<file path="src/hw/rtl/wrsd_pkg.sv">
package wrsd_pkg;

  localparam int RAW_W    = 16;
  localparam int SHIFT    = 5;
  localparam int SAMPLE_W = 11;
  localparam int TREND_W  = 11;
  localparam int HOLD_W   = 8;
  localparam int STILL_W  = 16;
  localparam int AXES     = 3;
  localparam int PADDR_W  = 5;
  localparam int PDATA_W  = 32;

  localparam int TREND_WINDOW_DEF = 10;
  localparam int BATCH_MAX_DEF    = 16;

  typedef logic signed [SAMPLE_W-1:0] smp_t;

  localparam smp_t SMP_ZERO    = '0;
  localparam smp_t UP_Y_MIN    = -11'sd200;
  localparam smp_t UP_X_MIN    = -11'sd112;
  localparam smp_t UP_X_MAX    = 11'sd112;
  localparam smp_t AWAY_Y_MIN  = -11'sd240;
  localparam smp_t AWAY_Y_MAX  = 11'sd50;
  localparam smp_t AWAY_X_MIN  = -11'sd161;
  localparam smp_t AWAY_X_MAX  = 11'sd161;

  localparam logic [TREND_W-1:0] CAMERA_THR_RST   = 11'd170;
  localparam logic [TREND_W-1:0] STILL_BELOW_RST  = 11'd25;
  localparam logic [TREND_W-1:0] MOVING_ABOVE_RST = 11'd30;
  localparam logic [HOLD_W-1:0]  UPRIGHT_HOLD_RST = 8'd5;
  localparam logic [HOLD_W-1:0]  AWAY_HOLD_RST    = 8'd4;

  typedef enum logic [2:0] {
    REG_CAMERA_THR   = 3'd0,
    REG_STILL_BELOW  = 3'd1,
    REG_MOVING_ABOVE = 3'd2,
    REG_UPRIGHT_HOLD = 3'd3,
    REG_AWAY_HOLD    = 3'd4
  } reg_idx_t;

  // Status of the batch evaluation unit towards the control logic.
  typedef struct packed {
    logic               done;
    logic [TREND_W-1:0] trend;
  } trend_rsp_t;

  function automatic int addr_w(int depth);
    return (depth > 1) ? $clog2(depth) : 1;
  endfunction

endpackage

</file>
<file path="src/hw/rtl/wrsd_ram.sv">
module wrsd_ram import wrsd_pkg::*; #(
  parameter int WIDTH = 32,
  parameter int DEPTH = 16,
  localparam int AW = addr_w(DEPTH)
) (
  input  logic             clk,
  input  logic             wr_en,
  input  logic [AW-1:0]    wr_addr,
  input  logic [WIDTH-1:0] wr_data,
  input  logic [AW-1:0]    rd_addr,
  output logic [WIDTH-1:0] rd_data
);

  logic [WIDTH-1:0] mem_r [DEPTH];
  logic [WIDTH-1:0] rd_data_r;

  always_ff @(posedge clk) begin
    if (wr_en) begin
      mem_r[wr_addr] <= wr_data;
    end
    rd_data_r <= mem_r[rd_addr];
  end

  assign rd_data = rd_data_r;

endmodule

</file>
<file path="src/hw/rtl/wrsd_trend.sv">
module wrsd_trend import wrsd_pkg::*; #(
  parameter int TREND_WINDOW = TREND_WINDOW_DEF,
  localparam int AW = addr_w(TREND_WINDOW),
  localparam int LW = $clog2(TREND_WINDOW + 1)
) (
  input  logic                    clk,
  input  logic                    rst_n,
  input  logic                    start,
  input  logic [LW-1:0]           len,
  output logic [AW-1:0]           rd_addr,
  input  logic [AXES*SAMPLE_W-1:0] rd_data,
  output trend_rsp_t              rsp
);

  // Sum of up to TREND_WINDOW samples, and the step counter of the divider.
  localparam int SW  = SAMPLE_W + $clog2(TREND_WINDOW);
  localparam int DCW = $clog2(SW);

  typedef enum logic [4:0] {
    T_IDLE = 5'b00001,
    T_SUM  = 5'b00010,
    T_LOAD = 5'b00100,
    T_DIV  = 5'b01000,
    T_DEV  = 5'b10000
  } tstate_t;

  typedef logic signed [SW-1:0] sum_t;

  tstate_t            st_r, st_nxt;
  logic [LW-1:0]      k_r, k_nxt;
  logic [LW-1:0]      len_r, len_nxt;
  logic [1:0]         ax_r, ax_nxt;
  logic [DCW-1:0]     bc_r, bc_nxt;
  logic [SW-1:0]      q_r, q_nxt;
  logic [LW:0]        rem_r, rem_nxt;
  logic               neg_r, neg_nxt;
  sum_t               sum_r [AXES];
  sum_t               sum_nxt [AXES];
  smp_t               mean_r [AXES];
  smp_t               mean_nxt [AXES];
  logic [TREND_W-1:0] best_r, best_nxt;
  logic               done_r, done_nxt;

  smp_t               rd_s [AXES];
  logic [LW:0]        rem_sh;
  logic               ge;
  logic [LW:0]        rem_step;
  logic [SW-1:0]      q_step;
  logic [TREND_W-1:0] dev_max;

  always_comb begin
    for (int a = 0; a < AXES; a++) begin
      rd_s[a] = rd_data[a*SAMPLE_W +: SAMPLE_W];
    end
  end

  assign rd_addr = AW'(k_r);

  // One restoring step of the shared divider.
  assign rem_sh   = {rem_r[LW-1:0], q_r[SW-1]};
  assign ge       = rem_sh >= {1'b0, len_r};
  assign rem_step = ge ? (rem_sh - {1'b0, len_r}) : rem_sh;
  assign q_step   = {q_r[SW-2:0], ge};

  always_comb begin
    logic signed [SAMPLE_W:0] d;
    logic [SAMPLE_W:0]        ad;
    dev_max = best_r;
    for (int a = 0; a < AXES; a++) begin
      d  = {rd_s[a][SAMPLE_W-1], rd_s[a]} - {mean_r[a][SAMPLE_W-1], mean_r[a]};
      ad = d[SAMPLE_W] ? (-d) : d;
      if (ad[TREND_W-1:0] > dev_max) begin
        dev_max = ad[TREND_W-1:0];
      end
    end
  end

  always_comb begin
    st_nxt   = st_r;
    k_nxt    = k_r;
    len_nxt  = len_r;
    ax_nxt   = ax_r;
    bc_nxt   = bc_r;
    q_nxt    = q_r;
    rem_nxt  = rem_r;
    neg_nxt  = neg_r;
    sum_nxt  = sum_r;
    mean_nxt = mean_r;
    best_nxt = best_r;
    done_nxt = 1'b0;
    unique case (st_r)
      T_IDLE: begin
        if (start) begin
          st_nxt  = T_SUM;
          k_nxt   = '0;
          len_nxt = len;
          for (int a = 0; a < AXES; a++) begin
            sum_nxt[a] = '0;
          end
        end
      end
      T_SUM: begin
        // Read data arrives in the cycle after its address is given.
        if (k_r != '0) begin
          for (int a = 0; a < AXES; a++) begin
            sum_nxt[a] = sum_r[a] + SW'(rd_s[a]);
          end
        end
        if (k_r == len_r) begin
          st_nxt = T_LOAD;
          ax_nxt = '0;
        end else begin
          k_nxt = k_r + 1'b1;
        end
      end
      T_LOAD: begin
        neg_nxt = sum_r[ax_r][SW-1];
        q_nxt   = sum_r[ax_r][SW-1] ? SW'(-sum_r[ax_r]) : SW'(sum_r[ax_r]);
        rem_nxt = '0;
        bc_nxt  = '0;
        st_nxt  = T_DIV;
      end
      T_DIV: begin
        q_nxt   = q_step;
        rem_nxt = rem_step;
        if (bc_r == DCW'(SW - 1)) begin
          // The mean truncates towards zero, so the sign is put back afterwards.
          mean_nxt[ax_r] = neg_r ? smp_t'(-q_step[SAMPLE_W-1:0])
                                 : smp_t'(q_step[SAMPLE_W-1:0]);
          if (ax_r == 2'd2) begin
            st_nxt   = T_DEV;
            k_nxt    = '0;
            best_nxt = '0;
          end else begin
            ax_nxt = ax_r + 2'd1;
            st_nxt = T_LOAD;
          end
        end else begin
          bc_nxt = bc_r + 1'b1;
        end
      end
      T_DEV: begin
        if (k_r != '0) begin
          best_nxt = dev_max;
        end
        if (k_r == len_r) begin
          done_nxt = 1'b1;
          st_nxt   = T_IDLE;
        end else begin
          k_nxt = k_r + 1'b1;
        end
      end
      default: begin
        st_nxt = T_IDLE;
      end
    endcase
  end

  always_ff @(posedge clk) begin
    if (!rst_n) begin
      st_r   <= T_IDLE;
      done_r <= 1'b0;
    end else begin
      st_r   <= st_nxt;
      done_r <= done_nxt;
    end
    k_r    <= k_nxt;
    len_r  <= len_nxt;
    ax_r   <= ax_nxt;
    bc_r   <= bc_nxt;
    q_r    <= q_nxt;
    rem_r  <= rem_nxt;
    neg_r  <= neg_nxt;
    sum_r  <= sum_nxt;
    mean_r <= mean_nxt;
    best_r <= best_nxt;
  end

  assign rsp.done  = done_r;
  assign rsp.trend = best_r;

endmodule

</file>
<file path="src/hw/rtl/wrist_raise_and_stillness_detector.sv">
// Channel   Direction  Transfer when               Ports
// input     in         start high while busy low   in_action, in_sample_x/y/z, in_batch_end
// result    out        out_valid high (one cycle)  out_raise_flag ... out_trend_valid
// config    in/out     psel, penable, pwrite high  paddr, pwdata, prdata, pready
//
// A clear action or a sample that does not close an evaluated batch puts its result on the
// ports once the item has passed the input registers and the execute state, whose outcome is
// registered. A sample that closes a batch of L = min(n, TREND_WINDOW) samples puts it there
// once the batch unit has summed the L stored samples, formed the three means with the
// bit-serial divider over the batch sum (15 bits wide for a ten-sample window) and found the
// largest deviation from them; the wait is set by the single read port of the sample store and
// that divider. Reset is synchronous and active low and needs no clearing pass. The result is
// shown for one cycle and cannot be held off; a new item is taken in the cycle it is shown.
module wrist_raise_and_stillness_detector import wrsd_pkg::*; #(
  parameter int TREND_WINDOW = TREND_WINDOW_DEF,
  parameter int BATCH_MAX    = BATCH_MAX_DEF
) (
  input  logic                clk,
  input  logic                rst_n,
  input  logic                start,
  output logic                busy,
  input  logic                in_action,
  input  logic signed [RAW_W-1:0] in_sample_x,
  input  logic signed [RAW_W-1:0] in_sample_y,
  input  logic signed [RAW_W-1:0] in_sample_z,
  input  logic                in_batch_end,
  output logic                out_valid,
  output logic                out_raise_flag,
  output logic                out_camera_flag,
  output logic [STILL_W-1:0]  out_still_count,
  output logic [TREND_W-1:0]  out_trend,
  output logic                out_trend_valid,
  input  logic                psel,
  input  logic                penable,
  input  logic                pwrite,
  input  logic [PADDR_W-1:0]  paddr,
  input  logic [PDATA_W-1:0]  pwdata,
  output logic [PDATA_W-1:0]  prdata,
  output logic                pready
);

  localparam int AW = addr_w(TREND_WINDOW);
  localparam int LW = $clog2(TREND_WINDOW + 1);
  localparam int CW = $clog2(BATCH_MAX + 2);

  typedef enum logic [2:0] {
    S_IDLE  = 3'b001,
    S_EXEC  = 3'b010,
    S_TREND = 3'b100
  } state_t;

  state_t             st_r, st_nxt;
  logic               action_r, action_nxt;
  smp_t               x_r, x_nxt;
  smp_t               y_r, y_nxt;
  smp_t               z_r, z_nxt;
  logic               be_r, be_nxt;
  logic [CW-1:0]      count_r, count_nxt;
  logic [HOLD_W-1:0]  up_run_r, up_run_nxt;
  logic [HOLD_W-1:0]  away_run_r, away_run_nxt;
  logic               arm_r, arm_nxt;
  logic               pend_r, pend_nxt;
  logic               cam_r, cam_nxt;
  logic [STILL_W-1:0] still_r, still_nxt;
  logic [TREND_W-1:0] last_trend_r, last_trend_nxt;
  logic               out_valid_r, out_valid_nxt;
  logic               out_tv_r, out_tv_nxt;

  logic [TREND_W-1:0] camera_thr_r;
  logic [TREND_W-1:0] still_below_r;
  logic [TREND_W-1:0] moving_above_r;
  logic [HOLD_W-1:0]  upright_hold_r;
  logic [HOLD_W-1:0]  away_hold_r;

  logic               accept;
  logic               up;
  logic               away;
  logic [HOLD_W-1:0]  up_run_new;
  logic [HOLD_W-1:0]  away_run_new;
  logic [CW-1:0]      count_inc;
  logic               wr_en;
  logic               trend_start;
  logic [LW-1:0]      trend_len;
  logic [AW-1:0]      rd_addr;
  logic [AXES*SAMPLE_W-1:0] rd_data;
  trend_rsp_t         rsp;
  logic               cfg_wr;
  reg_idx_t           cfg_idx;

  assign accept = start && !busy;
  assign busy   = (st_r != S_IDLE);

  // Wrist-raise detector conditions on the shifted sample.
  assign up   = (y_r > UP_Y_MIN) && (y_r <= SMP_ZERO) && (x_r >= UP_X_MIN) &&
                (x_r <= UP_X_MAX) && (z_r > SMP_ZERO);
  assign away = (z_r < SMP_ZERO) || (y_r < AWAY_Y_MIN) || (y_r > AWAY_Y_MAX) ||
                (x_r < AWAY_X_MIN) || (x_r > AWAY_X_MAX);

  assign up_run_new   = !up ? '0 : ((up_run_r == '1) ? up_run_r : up_run_r + 1'b1);
  assign away_run_new = (up || !away) ? '0
                      : ((away_run_r == '1) ? away_run_r : away_run_r + 1'b1);

  // The sample counter stops one past the longest batch that is still evaluated.
  assign count_inc = (32'(count_r) < BATCH_MAX + 1) ? count_r + 1'b1 : count_r;
  assign wr_en     = (st_r == S_EXEC) && !action_r && (32'(count_r) < TREND_WINDOW);
  assign trend_start = (st_r == S_EXEC) && !action_r && be_r &&
                       (32'(count_inc) <= BATCH_MAX);
  assign trend_len = (32'(count_inc) < TREND_WINDOW) ? LW'(count_inc) : LW'(TREND_WINDOW);

  always_comb begin
    st_nxt         = st_r;
    action_nxt     = action_r;
    x_nxt          = x_r;
    y_nxt          = y_r;
    z_nxt          = z_r;
    be_nxt         = be_r;
    count_nxt      = count_r;
    up_run_nxt     = up_run_r;
    away_run_nxt   = away_run_r;
    arm_nxt        = arm_r;
    pend_nxt       = pend_r;
    cam_nxt        = cam_r;
    still_nxt      = still_r;
    last_trend_nxt = last_trend_r;
    out_valid_nxt  = 1'b0;
    out_tv_nxt     = 1'b0;
    unique case (st_r)
      S_IDLE: begin
        if (accept) begin
          action_nxt = in_action;
          x_nxt      = smp_t'(in_sample_x >>> SHIFT);
          y_nxt      = smp_t'(in_sample_y >>> SHIFT);
          z_nxt      = smp_t'(in_sample_z >>> SHIFT);
          be_nxt     = in_batch_end;
          st_nxt     = S_EXEC;
        end
      end
      S_EXEC: begin
        if (action_r) begin
          pend_nxt      = 1'b0;
          out_valid_nxt = 1'b1;
          st_nxt        = S_IDLE;
        end else begin
          // A pending gesture freezes the detector.
          if (!pend_r) begin
            up_run_nxt   = up_run_new;
            away_run_nxt = away_run_new;
            if (up_run_new >= upright_hold_r) begin
              if (!arm_r) begin
                arm_nxt  = 1'b1;
                pend_nxt = 1'b1;
              end
            end else if (away_run_new >= away_hold_r) begin
              arm_nxt = 1'b0;
            end
          end
          if (be_r) begin
            count_nxt = '0;
          end else begin
            count_nxt = count_inc;
          end
          if (trend_start) begin
            st_nxt = S_TREND;
          end else begin
            out_valid_nxt = 1'b1;
            st_nxt        = S_IDLE;
          end
        end
      end
      S_TREND: begin
        if (rsp.done) begin
          if (rsp.trend < still_below_r) begin
            if (still_r != '1) begin
              still_nxt = still_r + 1'b1;
            end
          end else if (rsp.trend > moving_above_r) begin
            still_nxt = '0;
          end
          if (rsp.trend > camera_thr_r) begin
            cam_nxt = 1'b1;
          end
          last_trend_nxt = rsp.trend;
          out_valid_nxt  = 1'b1;
          out_tv_nxt     = 1'b1;
          st_nxt         = S_IDLE;
        end
      end
      default: begin
        st_nxt = S_IDLE;
      end
    endcase
  end

  always_ff @(posedge clk) begin
    if (!rst_n) begin
      st_r         <= S_IDLE;
      count_r      <= '0;
      up_run_r     <= '0;
      away_run_r   <= '0;
      arm_r        <= 1'b0;
      pend_r       <= 1'b0;
      cam_r        <= 1'b0;
      still_r      <= '0;
      last_trend_r <= '0;
      out_valid_r  <= 1'b0;
      out_tv_r     <= 1'b0;
    end else begin
      st_r         <= st_nxt;
      count_r      <= count_nxt;
      up_run_r     <= up_run_nxt;
      away_run_r   <= away_run_nxt;
      arm_r        <= arm_nxt;
      pend_r       <= pend_nxt;
      cam_r        <= cam_nxt;
      still_r      <= still_nxt;
      last_trend_r <= last_trend_nxt;
      out_valid_r  <= out_valid_nxt;
      out_tv_r     <= out_tv_nxt;
    end
    action_r <= action_nxt;
    x_r      <= x_nxt;
    y_r      <= y_nxt;
    z_r      <= z_nxt;
    be_r     <= be_nxt;
  end

  // Configuration registers; the low address bits are not decoded.
  assign cfg_wr  = psel && penable && pwrite && pready;
  assign cfg_idx = reg_idx_t'(paddr[PADDR_W-1:2]);
  assign pready  = 1'b1;

  always_ff @(posedge clk) begin
    if (!rst_n) begin
      camera_thr_r   <= CAMERA_THR_RST;
      still_below_r  <= STILL_BELOW_RST;
      moving_above_r <= MOVING_ABOVE_RST;
      upright_hold_r <= UPRIGHT_HOLD_RST;
      away_hold_r    <= AWAY_HOLD_RST;
    end else if (cfg_wr) begin
      unique case (cfg_idx)
        REG_CAMERA_THR:   camera_thr_r   <= pwdata[TREND_W-1:0];
        REG_STILL_BELOW:  still_below_r  <= pwdata[TREND_W-1:0];
        REG_MOVING_ABOVE: moving_above_r <= pwdata[TREND_W-1:0];
        REG_UPRIGHT_HOLD: upright_hold_r <= pwdata[HOLD_W-1:0];
        REG_AWAY_HOLD:    away_hold_r    <= pwdata[HOLD_W-1:0];
        default: begin
        end
      endcase
    end
  end

  always_comb begin
    unique case (cfg_idx)
      REG_CAMERA_THR:   prdata = PDATA_W'(camera_thr_r);
      REG_STILL_BELOW:  prdata = PDATA_W'(still_below_r);
      REG_MOVING_ABOVE: prdata = PDATA_W'(moving_above_r);
      REG_UPRIGHT_HOLD: prdata = PDATA_W'(upright_hold_r);
      REG_AWAY_HOLD:    prdata = PDATA_W'(away_hold_r);
      default:          prdata = '0;
    endcase
  end

  wrsd_ram #(
    .WIDTH(AXES * SAMPLE_W),
    .DEPTH(TREND_WINDOW)
  ) u_store (
    .clk    (clk),
    .wr_en  (wr_en),
    .wr_addr(AW'(count_r)),
    .wr_data({z_r, y_r, x_r}),
    .rd_addr(rd_addr),
    .rd_data(rd_data)
  );

  wrsd_trend #(
    .TREND_WINDOW(TREND_WINDOW)
  ) u_trend (
    .clk    (clk),
    .rst_n  (rst_n),
    .start  (trend_start),
    .len    (trend_len),
    .rd_addr(rd_addr),
    .rd_data(rd_data),
    .rsp    (rsp)
  );

  assign out_valid       = out_valid_r;
  assign out_raise_flag  = pend_r;
  assign out_camera_flag = cam_r;
  assign out_still_count = still_r;
  assign out_trend       = last_trend_r;
  assign out_trend_valid = out_tv_r;

  a_no_back_to_back_results: assert property (@(posedge clk) disable iff (!rst_n)
    out_valid |=> !out_valid)
    else $error("two results in consecutive cycles");

  a_accept_makes_busy: assert property (@(posedge clk) disable iff (!rst_n)
    accept |=> busy)
    else $error("accepted item did not make the block busy");

  a_done_only_in_trend: assert property (@(posedge clk) disable iff (!rst_n)
    rsp.done |-> (st_r == S_TREND))
    else $error("batch evaluation finished outside the trend wait");

  a_camera_sticky: assert property (@(posedge clk) disable iff (!rst_n)
    cam_r |=> cam_r)
    else $error("camera flag dropped without reset");

  a_trend_valid_with_result: assert property (@(posedge clk) disable iff (!rst_n)
    out_trend_valid |-> (out_valid && ($past(st_r) == S_TREND)))
    else $error("trend marked valid without a finished batch evaluation");

endmodule
</file>
<file path="config.mk">
export PLATFORM = sky130hd
export DESIGN_NAME = wrist_raise_and_stillness_detector
export DESIGN_NICKNAME = d
export VERILOG_FILES = /design/src/hw/rtl/wrsd_pkg.sv /design/src/hw/rtl/wrsd_ram.sv /design/src/hw/rtl/wrsd_trend.sv /design/src/hw/rtl/wrist_raise_and_stillness_detector.sv
export SDC_FILE = /design/constraint.sdc
export NUM_CORES = 1
export LEC_CHECK = 0
export ABC_CLOCK_PERIOD_IN_PS = 17350
export BUFFER_PORTS_ARGS = -buffer_cell sky130_fd_sc_hd__buf_2
export CORE_MARGIN = 2
export CORE_UTILIZATION = 60
export DETAILED_ROUTE_END_ITERATION = 10
export GPL_TIMING_DRIVEN = 1
export PLACE_DENSITY_LB_ADDON = 0.1
export SLEW_MARGIN = 20
export SYNTH_ARGS = -nofsm -noshare
export SYNTH_HDL_FRONTEND = slang
export SYNTH_HIERARCHICAL = 1
export SYNTH_SLANG_ARGS = --single-unit
</file>
<file path="constraint.sdc">
create_clock -name clk -period 17.35 [get_ports clk]
set_clock_uncertainty 0.05 [all_clocks]
set_input_delay 2.6025 -clock clk [delete_from_list [all_inputs] [get_ports clk]]
set_output_delay 2.6025 -clock clk [all_outputs]
set_load 0.05 [all_outputs]
</file>
==> run summary <==
Share of flip-flops with an asynchronous set or reset - 0%
Gate Count Post-Synth - 2,816
Top_reg_cell synth - edfxtp_1
CP Buf/Inv Count - 3
Reg power frac - 49.0%
Via density - 6.035
Die ar. - 56,260 um^2
TritonRoute pass-1 iters - 5
Fin crit share - 53.60%
Leak Pwr - 13.72 nW
Area of the multi-input gates - 14,020 um^2
Outcome - completed
Max Slew Vio Count - 0
Final cell count without fillers - 3,657
TritonCTS clock tree - built
Worst Tran Pin Value - 1.133 ns
Fillcell total - 3,975
Width of the die - 237.2 um
Worst path slowest cell - fa_1
Hold Buf Count CTS - 0
Startpoint type of the worst setup path - register
Cts bufs inserted - 68
Crit path kind - register to register
Ys Warns - 6
Routability Congestion - 0.9010
Core area - 53,810 um^2
Post-synth top area share - 44.91%
Max cap viols - 0
Root Buffer - clkbuf_16
Antenna violations before repair - 2
Share of cells above drive strength 1 - 13.95%
Clock Latency Late Sink - 0.62 ns
Rows - 85
Post-synthesis register bit count - 632
GRT Util Overall - 27.31%
Initial Util - 60.63%
Pint - 0.002592 W
Max VDD drop - 0.0001058 V
Seq/Total Area, Yosys - 53.74%
Clock Power Share - 42.8%
Drt drc - 0
Post-CTS setup buffer count - 0
Synthesized cell area - 32,630 um^2
Max stage delay on crit path - 0.57 ns
Nets - 3,181
Avg Cell Area, Syn - 11.59 um^2
IO Pins - 158
Seq. cell area - 17,540 um^2
Slew headroom - 24.46%
Fin crit period - 9.300 ns
Pwr dens - 94.71 nW/um^2
Largest cells by area after synthesis - edfxtp_1 (45%), dfxtp_1 (8.8%), ha_1 (6.7%), mux2i_1 (3.7%), mux2_2 (3.5%)
Psw - 0.0008208 W
Synth-to-Final Area Change - 10.43%
CP Data Required Time - 17.65 ns
Chip height - 237.2 um
IO buf count - 97
Post-synth EDFFs - 488
Clock Tree Buf Depth - 3
Area leader, netlist - edfxtp_1
Unrepaired setup endpoints after global routing - no
# resized after CTS - 0
Most common cell after layout, fill and taps aside - edfxtp_1
Total clock sinks - 632
Worst-path maximum fanout - 24
Top cell family by delay on the critical path - simple AND/OR/NAND/NOR gates
Remaining Overflow, GRT - 0
Pin count of the biggest net entering global routing - 67
Final setup fails - 0
Via Count - 22,069
Net Sw Frac - 24.05%
Final Hold Fails - 0
DRT antenna net count - 0
R2r setup slk - 8.05 ns
Hold Crit Class - register to register
Global-route wire length before repair - 119,200 um
Critical path's most frequent cell - ha_1
Vias in the first global route - 21,752
Setup TNS - 0 ns
Distinct cell type count after synthesis - 105
Total Wirelength - 76,870 um
Fmax - 107.5 MHz
CP Capture Type - register
Logic pwr share - 8.2%
DP Cell Count - 3,531
Hpwl dp - 51,850 um
Routed len/inst - 21.02 um
1st-iter DRT viols - 1,730
CTS H-Tree Depth - 3
WP data arrival - 9.60 ns
Commonest non-fill, non-tap cells in the layout - edfxtp_1 (488), nand2_1 (244), ha_1 (176)
Clk pin slew, worst setup/hold paths - 0.06 ns
state kept, by name (all words and copies together) (netlist names), 15 cells and up:
register         count
out_still_count     16
u_trend/q_r         15
u_trend/sum_r       45
u_trend/mean_r      33
u_store/rd_data     33
u_store/mem_r      330
area by class of cell:
cell class / instances / area share (%)
clock inverters: 37 / 1.146
well taps: 696 / 2.417
flip-flops and latches: 632 / 48.67
diodes: 1 / 0.006945
clock buffers: 88 / 5.240
multi-input cells: 1919 / 38.90
inverters: 156 / 1.625
repair buffers: 128 / 1.993
power by group through the flow:
stage / Clock (W) / Combinational (W) / Sequential, W
CTS: 0.00149 / 0.000279 / 0.00167
global placement: 0 / 0.000268 / 0.00170
detailed placement: 0 / 0.000276 / 0.00170
floorplan: 0 / 0.000211 / 0.00169
finish: 0.00146 / 0.000281 / 0.00167
global route: 0.00154 / 0.000308 / 0.00167
kinds of logic (layout without fill, tap and decap cells):
| group | Yosys count | after routing | share of synthesized area, % |
|---|---|---|---|
| flip-flops | 632 | 632 | 53.74 |
| AND/OR/NAND/NOR | 753 | 753 | 11.25 |
| multiplexers | 223 | 223 | 7.236 |
| AO/OA/AOI/OAI | 612 | 612 | 13.26 |
| adder cells (fa/ha/maj) | 183 | 183 | 7.178 |
| buffers and inverters | 285 | 409 | 3.857 |
| XOR/XNOR | 126 | 126 | 3.451 |
| other | 2 | 23 | 0.02302 |
per-stage QoR:
step | power (W) | hold WS (ns) | util, % | worst slack, ns | instance area, um^2
finish | 0.003413 | 0.4109 | 66.96 | 8.050 | 36030
global route | 0.003527 | 0.4250 | 66.95 | 7.401 | 36030
detailed placement | 0.001980 | 0.4060 | 62.67 | 8.257 | 33730
floorplan | 0.001901 | 0.4045 | - | 9.501 | 32710
global placement | 0.001970 | 0.4016 | 62.67 | 8.430 | 33730
CTS | 0.003436 | 0.4144 | 66.95 | 8.198 | 36030
worst reg2reg max path: cells and delay by family (launching register included):
kind	cells	cell delay, ns
flops	1	0.45
xor+xnor	1	0.09
compound gates	11	2.59
fa+ha+maj	5	1.66
simple gates	13	3.22
mux	1	0.44
buf+inv	3	0.52
synth_stat cells, types with 11 or more instances:
cell type  count
a211oi_1      14
a21boi_0      38
a21o_1        39
a21oi_1      108
a22o_1        34
a31oi_1       24
and2_1        31
and3_1        29
buf_2         15
buf_4         33
clkbuf_1      67
dfxtp_1      144
edfxtp_1     488
ha_1         176
inv_1        155
mux2_2       102
mux2i_1      120
nand2_1      245
nand2b_1      27
nand3_1       43
nand3b_1      11
nand4_1       22
nor2_1       174
nor2b_1       47
nor3_1        37
nor3b_1       14
o211ai_1      30
o21a_1        23
o21ai_0       96
o21ai_1       16
o22ai_1       45
o31ai_1       41
or3_1         23
xnor2_1       94
xor2_1        29
path summary, 6_finish.rpt:
kind                                          from                end  depth (start not counted)
worst max-delay path            u_store/rd_data[1]  u_trend/best_r[8]                         34
worst min-delay path                  out_trend[9]       out_trend[9]                          2
worst max register to register  u_store/rd_data[1]  u_trend/best_r[8]                         34
worst min register to register        out_trend[9]       out_trend[9]                          2
layer usage:
| metal | part of all wire [%] | GRT usage, % |
|---|---|---|
| met1 | 43 | 35.06 |
| met2 | 49 | 47.27 |
| met3 | 5.0 | 4.053 |
| met4 | 2.9 | 9.872 |
| met5 | 0 | 0 |
(Power assumes the default switching activity.)
